File: config.mk
export PLATFORM = sky130hd
export DESIGN_NAME = node_sequence_number_table_flat
export DESIGN_NICKNAME = d
export VERILOG_FILES = /design/src/design/nsnt_pkg.sv /design/src/design/nsnt_if.sv /design/src/design/nsnt_cell.sv /design/src/design/node_sequence_number_table.sv /design/src/flat_wrapper.sv
export SDC_FILE = /design/constraint.sdc
export NUM_CORES = 1
export LEC_CHECK = 0
export CAP_MARGIN = 20
export CORE_UTILIZATION = 45
export DETAILED_ROUTE_END_ITERATION = 7
export DONT_BUFFER_PORTS = 1
export PLACE_DENSITY = 0.71
export SLEW_MARGIN = 30
export SYNTH_ARGS = -nofsm -noshare
export SYNTH_HDL_FRONTEND = slang
export SYNTH_HIERARCHICAL = 1
export SYNTH_SLANG_ARGS = --single-unit
File: constraint.sdc
create_clock -name clk -period 4.41 [get_ports clk]
set_input_delay 0.882 -clock clk [delete_from_list [all_inputs] [get_ports clk]]
set_output_delay 0.882 -clock clk [all_outputs]
set_load 0.01 [all_outputs]
File: src/design/nsnt_pkg.sv
// Shared types and constants for the node sequence number table.
package nsnt_pkg;

  // Fixed field widths of the request and response
  localparam int CMD_W   = 2;
  localparam int ADDR_W  = 8;
  localparam int SEQ_W   = 16;
  localparam int ENTRY_W = 4;
  // Internal index width, wide enough for the deepest supported table
  localparam int IDX_W   = 7;

  typedef enum logic [CMD_W-1:0] {
    CMD_LOOKUP = 2'd0,
    CMD_ADD    = 2'd1,
    CMD_UPDATE = 2'd2,
    CMD_NONE   = 2'd3
  } cmd_t;

  // Request as held for the whole walk down the chain
  typedef struct packed {
    cmd_t              cmd;
    logic [ADDR_W-1:0] addr;
    logic [SEQ_W-1:0]  seq;
  } req_t;

  // Search state handed from cell to cell
  typedef struct packed {
    logic             active;
    logic             hit;
    logic             added;
    logic [IDX_W-1:0] idx;
    logic [SEQ_W-1:0] seq;
  } carry_t;

  typedef struct packed {
    logic               success;
    logic [ENTRY_W-1:0] entry_index;
    logic [SEQ_W-1:0]   stored_sequence;
  } rsp_t;

endpackage

File: src/design/nsnt_if.sv
// Request and response channel interfaces for the node sequence number table.
interface nsnt_req_if;
  import nsnt_pkg::*;
  logic              valid;
  logic              ready;
  logic [CMD_W-1:0]  command;
  logic [ADDR_W-1:0] peer_addr;
  logic [SEQ_W-1:0]  new_sequence;
  modport source(output valid, command, peer_addr, new_sequence, input ready);
  modport sink(input valid, command, peer_addr, new_sequence, output ready);
endinterface

interface nsnt_rsp_if;
  import nsnt_pkg::*;
  logic               valid;
  logic               ready;
  logic               success;
  logic [ENTRY_W-1:0] entry_index;
  logic [SEQ_W-1:0]   stored_sequence;
  modport source(output valid, success, entry_index, stored_sequence, input ready);
  modport sink(input valid, success, entry_index, stored_sequence, output ready);
endinterface

File: src/design/nsnt_cell.sv
// One table entry: holds an address and sequence number and passes the search on.
module nsnt_cell #(
  parameter int INDEX  = 0,
  parameter int FILL_W = 5
) (
  input  logic              clk,
  input  logic              rst,
  input  nsnt_pkg::req_t    req,
  input  logic [FILL_W-1:0] fill_count,
  input  nsnt_pkg::carry_t  carry_in,
  output nsnt_pkg::carry_t  carry_out
);
  import nsnt_pkg::*;

  logic [ADDR_W-1:0] entry_addr;
  logic [SEQ_W-1:0]  entry_seq;
  logic              live;
  logic              tail;
  logic              match;
  logic              do_add;
  carry_t            carry_next;

  // Entry is live below the fill count; the first free slot sits at the fill count
  assign live   = FILL_W'(INDEX) < fill_count;
  assign tail   = FILL_W'(INDEX) == fill_count;
  assign match  = carry_in.active && live && !carry_in.hit && (entry_addr == req.addr);
  assign do_add = carry_in.active && (req.cmd == CMD_ADD) && tail && !carry_in.hit;

  // Fold this entry into the running search result
  always_comb begin
    carry_next = carry_in;
    if (match) begin
      carry_next.hit = 1'b1;
      carry_next.idx = IDX_W'(INDEX);
      carry_next.seq = entry_seq;
    end
    if (do_add) begin
      carry_next.added = 1'b1;
      carry_next.idx   = IDX_W'(INDEX);
    end
  end

  // Entry storage; no reset, only entries below the fill count are read
  always_ff @(posedge clk) begin
    priority if (do_add) begin
      entry_addr <= req.addr;
      entry_seq  <= req.seq;
    end else if (match && (req.cmd == CMD_UPDATE)) begin
      entry_seq <= req.seq;
    end
  end

  // Hand the search to the next cell
  always_ff @(posedge clk) begin
    if (rst) begin
      carry_out.active <= 1'b0;
    end else begin
      carry_out <= carry_next;
    end
  end

endmodule

File: src/design/node_sequence_number_table.sv
// Top level of the node sequence number table: request launch, cell chain, response buffer.
//
//  channel | dir | handshake     | payload
//  --------+-----+---------------+-----------------------------------------------
//  req     | in  | valid / ready | command, peer_addr, new_sequence
//  rsp     | out | valid / ready | success, entry_index, stored_sequence
//
// A request walks the chain one cell per cycle; the next request is accepted
// only once the search leaves the last cell, so the chain length sets the gap.
// The response is then registered in the output register.
// Synchronous reset empties the table (fill count zero) and the response buffer.
// A stalled response waits in the output register; the next request is taken
// meanwhile and its response parks in a skid register. req.ready is low while
// a request is in the chain or the skid register is full.
module node_sequence_number_table #(
  parameter int TABLE_DEPTH = 16
) (
  input logic       clk,
  input logic       rst,
  nsnt_req_if.sink  req,
  nsnt_rsp_if.source rsp
);
  import nsnt_pkg::*;

  localparam int FILL_W = $clog2(TABLE_DEPTH + 1);

  logic              busy;
  logic              accept;
  logic              done;
  req_t              req_q;
  carry_t            launch;
  carry_t            chain [TABLE_DEPTH+1];
  carry_t            fin;
  logic [TABLE_DEPTH-1:0] act_vec;
  logic [FILL_W-1:0] fill_count;
  rsp_t              result;
  logic              out_valid;
  logic              out_take;
  rsp_t              out_data;
  logic              skid_valid;
  rsp_t              skid_data;

  assign req.ready = !busy && !skid_valid;
  assign accept    = req.valid && req.ready;

  // Cell chain
  assign chain[0] = launch;
  for (genvar i = 0; i < TABLE_DEPTH; i++) begin : g_cell
    nsnt_cell #(
      .INDEX (i),
      .FILL_W(FILL_W)
    ) u_cell (
      .clk       (clk),
      .rst       (rst),
      .req       (req_q),
      .fill_count(fill_count),
      .carry_in  (chain[i]),
      .carry_out (chain[i+1])
    );
    assign act_vec[i] = chain[i+1].active;
  end

  assign fin  = chain[TABLE_DEPTH];
  assign done = fin.active;

  // Shape the response from the finished search
  always_comb begin
    result = '0;
    unique case (req_q.cmd)
      CMD_LOOKUP: begin
        result.success     = fin.hit;
        result.entry_index = fin.hit ? fin.idx[ENTRY_W-1:0] : '0;
        result.stored_sequence = fin.hit ? fin.seq : '0;
      end
      CMD_ADD: begin
        result.success     = fin.added;
        result.entry_index = fin.added ? fin.idx[ENTRY_W-1:0] : '0;
      end
      CMD_UPDATE: begin
        result.success     = fin.hit;
        result.entry_index = fin.hit ? fin.idx[ENTRY_W-1:0] : '0;
      end
      CMD_NONE: begin
        result = '0;
      end
      default: begin
        result = '0;
      end
    endcase
  end

  // Request capture and launch into the chain
  always_ff @(posedge clk) begin
    if (accept) begin
      req_q.cmd  <= cmd_t'(req.command);
      req_q.addr <= req.peer_addr;
      req_q.seq  <= req.new_sequence;
    end
  end

  always_ff @(posedge clk) begin
    if (rst) begin
      launch.active <= 1'b0;
    end else begin
      launch <= carry_t'{active: accept, default: '0};
    end
  end

  // Busy flag and fill count
  always_ff @(posedge clk) begin
    if (rst) begin
      busy       <= 1'b0;
      fill_count <= '0;
    end else begin
      if (accept) begin
        busy <= 1'b1;
      end
      if (done) begin
        busy <= 1'b0;
        if (fin.added && (req_q.cmd == CMD_ADD)) begin
          fill_count <= fill_count + 1'b1;
        end
      end
    end
  end

  // Output register with skid stage
  assign out_take = out_valid && rsp.ready;

  always_ff @(posedge clk) begin
    if (rst) begin
      out_valid  <= 1'b0;
      skid_valid <= 1'b0;
    end else begin
      if (done && (!out_valid || rsp.ready)) begin
        out_data  <= result;
        out_valid <= 1'b1;
      end else if (out_take) begin
        if (skid_valid) begin
          out_data   <= skid_data;
          skid_valid <= 1'b0;
        end else begin
          out_valid <= 1'b0;
        end
      end
      // Held response: park the new one behind it
      if (done && out_valid && !rsp.ready) begin
        skid_data  <= result;
        skid_valid <= 1'b1;
      end
    end
  end

  assign rsp.valid           = out_valid;
  assign rsp.success         = out_data.success;
  assign rsp.entry_index     = out_data.entry_index;
  assign rsp.stored_sequence = out_data.stored_sequence;

  // At most one request walks the chain
  a_one_in_flight: assert property (@(posedge clk) disable iff (rst)
    $onehot0({act_vec, launch.active}))
    else $error("more than one request in the cell chain");

  // The fill count never passes the table depth
  a_fill_bound: assert property (@(posedge clk) disable iff (rst)
    fill_count <= FILL_W'(TABLE_DEPTH))
    else $error("fill count beyond table depth");

  // The table grows by at most one entry per cycle
  a_fill_step: assert property (@(posedge clk) disable iff (rst)
    !$past(rst) |-> (fill_count == $past(fill_count)) ||
                    (fill_count == $past(fill_count) + 1'b1))
    else $error("fill count jumped");

  // The skid register only fills behind a held response
  a_skid_behind_out: assert property (@(posedge clk) disable iff (rst)
    skid_valid |-> out_valid)
    else $error("skid register full with output register empty");

  // An accepted request marks the block busy
  a_busy_after_accept: assert property (@(posedge clk) disable iff (rst)
    accept |=> busy)
    else $error("request accepted without busy flag");

endmodule

File: src/flat_wrapper.sv
// flat-port wrapper written by rule: the top's interface ports become plain ports
module node_sequence_number_table_flat import nsnt_pkg::*;
#(
  parameter int TABLE_DEPTH = 16
)
  (clk, rst, req_valid, req_command, req_peer_addr, req_new_sequence, req_ready, rsp_valid, rsp_success, rsp_entry_index, rsp_stored_sequence, rsp_ready);
  nsnt_req_if req_i ();
  nsnt_rsp_if rsp_i ();
  input logic clk;
  input logic rst;
  input wire logic [$bits(req_i.valid)-1:0] req_valid;
  input wire logic [$bits(req_i.command)-1:0] req_command;
  input wire logic [$bits(req_i.peer_addr)-1:0] req_peer_addr;
  input wire logic [$bits(req_i.new_sequence)-1:0] req_new_sequence;
  output wire logic [$bits(req_i.ready)-1:0] req_ready;
  output wire logic [$bits(rsp_i.valid)-1:0] rsp_valid;
  output wire logic [$bits(rsp_i.success)-1:0] rsp_success;
  output wire logic [$bits(rsp_i.entry_index)-1:0] rsp_entry_index;
  output wire logic [$bits(rsp_i.stored_sequence)-1:0] rsp_stored_sequence;
  input wire logic [$bits(rsp_i.ready)-1:0] rsp_ready;
  assign req_i.valid = req_valid;
  assign req_i.command = req_command;
  assign req_i.peer_addr = req_peer_addr;
  assign req_i.new_sequence = req_new_sequence;
  assign req_ready = req_i.ready;
  assign rsp_valid = rsp_i.valid;
  assign rsp_success = rsp_i.success;
  assign rsp_entry_index = rsp_i.entry_index;
  assign rsp_stored_sequence = rsp_i.stored_sequence;
  assign rsp_i.ready = rsp_ready;
  node_sequence_number_table #(.TABLE_DEPTH(TABLE_DEPTH)) u_core (.clk(clk), .rst(rst), .req(req_i), .rsp(rsp_i));
endmodule
==> metrics.cfg <==
[outcome]
status = completed

[drt]
vias = 14000
drt_iter0_drc = 975
drt-total-wl_um = 49900
first_pass_iters = 5
vias_per_cell = 5.01
ant_nets = 0
drc_errors = 0
wire_per_inst_um = 17.9

[place]
place_area_mm2 = 0.0340
dp_slack_ps = 1270
place_congestion = 0.757
hpwl_um = 32400
dp.cells = 2647
io_buffers = 0

[yosys]
syn_inst = 1675
yosys_warnings = 6
syn_area_per_cell_um2 = 19.6
synth_area_mm2 = 0.0329

[sta]
fin_skew_ps = 19.0
finalCriticalPeriod_ps = 3050
fin_hold_ws_ps = 322
setup_viol = 0
maxSlewViolCount = 0
finalHoldViolations = 0
timing.final.crit_share = 0.692
final.setup.tns_ps = 0
relSlewSlack = 0.377
max_freq_mhz = 328
rsz0062_at_grt = false
finalWorstSetupSlack_ps = 1360
worstMarginPinSlew_ps = 935

[clocking]
htree_levels = 3
cts.sinks = 829
post-cts-setup-buffer-count = 0
cts_resized = 0
cts_max_path_buffers = 3
cts_buffers = 78
cts_tree = yes
clk_pin_slew_ps = 60
holdBufCountCts = 0
clkLatencyLatePin_ps = 620
cts-root-buf = clkbuf_16

[global_route]
grt_pass1_wl_um = 79800
use_met2 = 0.239
busiest_layer = met2
grt.overflow.total = 0
grt_pass1_vias = 14600
grt_use_met1 = 0.171
gr-usage-met3 = 0.0242
grt_max_degree = 44
antenna_found_initial = 0
track_usage = 0.136

[setup_path]
crit_type = register to register
end_kind = register
critPathArrivalTime_ps = 3330
worstSetupStartpointType = register
critPathRequiredTime_ps = 4680
crit_fanout = 22

[layout]
drive_gt1_frac = 0.274
fin_cells = 2789
area_delta_synth_final_pct = 11.0
fin_area_mm2 = 0.0365
nNetsFinal = 1808
final_util = 0.508
fillers = 5699

[die]
die_h_um = 272
start_util = 0.458
die_w_um = 272
dieArea_mm2 = 0.0741
core-area_mm2 = 0.0719
rows = 98
ios = 53

[pwr]
pwr-share-comb = 0.028
internal-power_mw = 12.7
power_switching_mw = 3.12
ir_drop_mv = 0.327
seqPwrFrac = 0.569
p_per_area_mw_per_mm2 = 434
power.leakage_nw = 12.8
p_clk_frac = 0.404
swShare = 0.197
finalPower_mw = 15.8

[min_path]
holdCritPathClass = input port to register

[flow_run]
cap_viol_max_count = 0

[metal layers]
metal | wire length, um | vias up
li1 | - | 6644
met1 | 21600 | 7027
met2 | 25500 | 225
met3 | 1700 | 81
met4 | 1110 | 0
met5 | 0 | -
[state kept, by name (all words and copies together), names as in the netlist, 4 cells and up]
| signal | flops |
|---|---|
| u_core/fill_count | 5 |
| u_core/g_cell.u_cell/carry_out | 368 |
| u_core/g_cell.u_cell/entry_addr | 128 |
| u_core/g_cell.u_cell/entry_seq | 256 |
| u_core/req_q | 26 |
| u_core/rsp.entry_index | 4 |
| u_core/rsp.stored_sequence | 16 |
| u_core/skid_data | 21 |
[area by class of cell]
class	count	area, um2	share of cell area
diodes	1	2.50	0.0000686
clock buffers	108	2150	0.0588
repair buffers	38	285	0.00782
flip-flops and latches	829	24600	0.675
well taps	950	1190	0.0326
clock inverters	33	305	0.00837
inverters	32	120	0.00329
multi-input cells	798	7800	0.214
[power by group through the flow]
stage	combinational [mW]	clock, mW	sequential [mW]
2_1_floorplan	0.328	0	9.13
3_3_place_gp	0.426	0	9.16
3_5_place_dp	0.441	0	9.17
4_1_cts	0.445	6.57	9.01
5_1_grt	0.481	6.86	9.02
6_report	0.438	6.39	9.00
[worst max-delay path: stages, from the launching register on]
cell      delay, ps
edfxtp_1        790
buf_4           420
xnor2_1         160
nand4_1         200
nor4_4          250
buf_4           350
a31o_2          490
[layout by cell type (no fill, tap or decap), types with 14 or more instances in the layout]
master     instances
edfxtp_1         804
mux2_4           157
mux2_2           107
xor2_1            93
clkbuf_16         80
nand2b_1          46
buf_4             38
xnor2_1           33
inv_1             32
nor2b_1           30
nor2_1            26
clkbuf_1          24
dfxtp_1           23
conb_1            23
nand3b_1          18
nand2_1           15
nor3_1            15
nor4_4            15
and3_1            14
[final timing paths]
path | cells past startpoint | to | slack [ps] | startpoint
min reg2reg | 1 | u_core/g_cell[8].u_cell/carry_out[25]$_SDFF_PP0_ | 460 | u_core/g_cell[7].u_cell/carry_out[25]$_SDFF_PP0_
max reg2reg | 6 | u_core/g_cell[0].u_cell/entry_seq[11]$_DFFE_PP_ | 1360 | u_core/req_q[17]$_DFFE_PP_
max | 6 | u_core/g_cell[0].u_cell/entry_seq[11]$_DFFE_PP_ | 1360 | u_core/req_q[17]$_DFFE_PP_
min | 1 | u_core/chain[441]$_SDFF_PP0_ | 320 | rst
No activity file was read; power rests on OpenSTA's default activity.
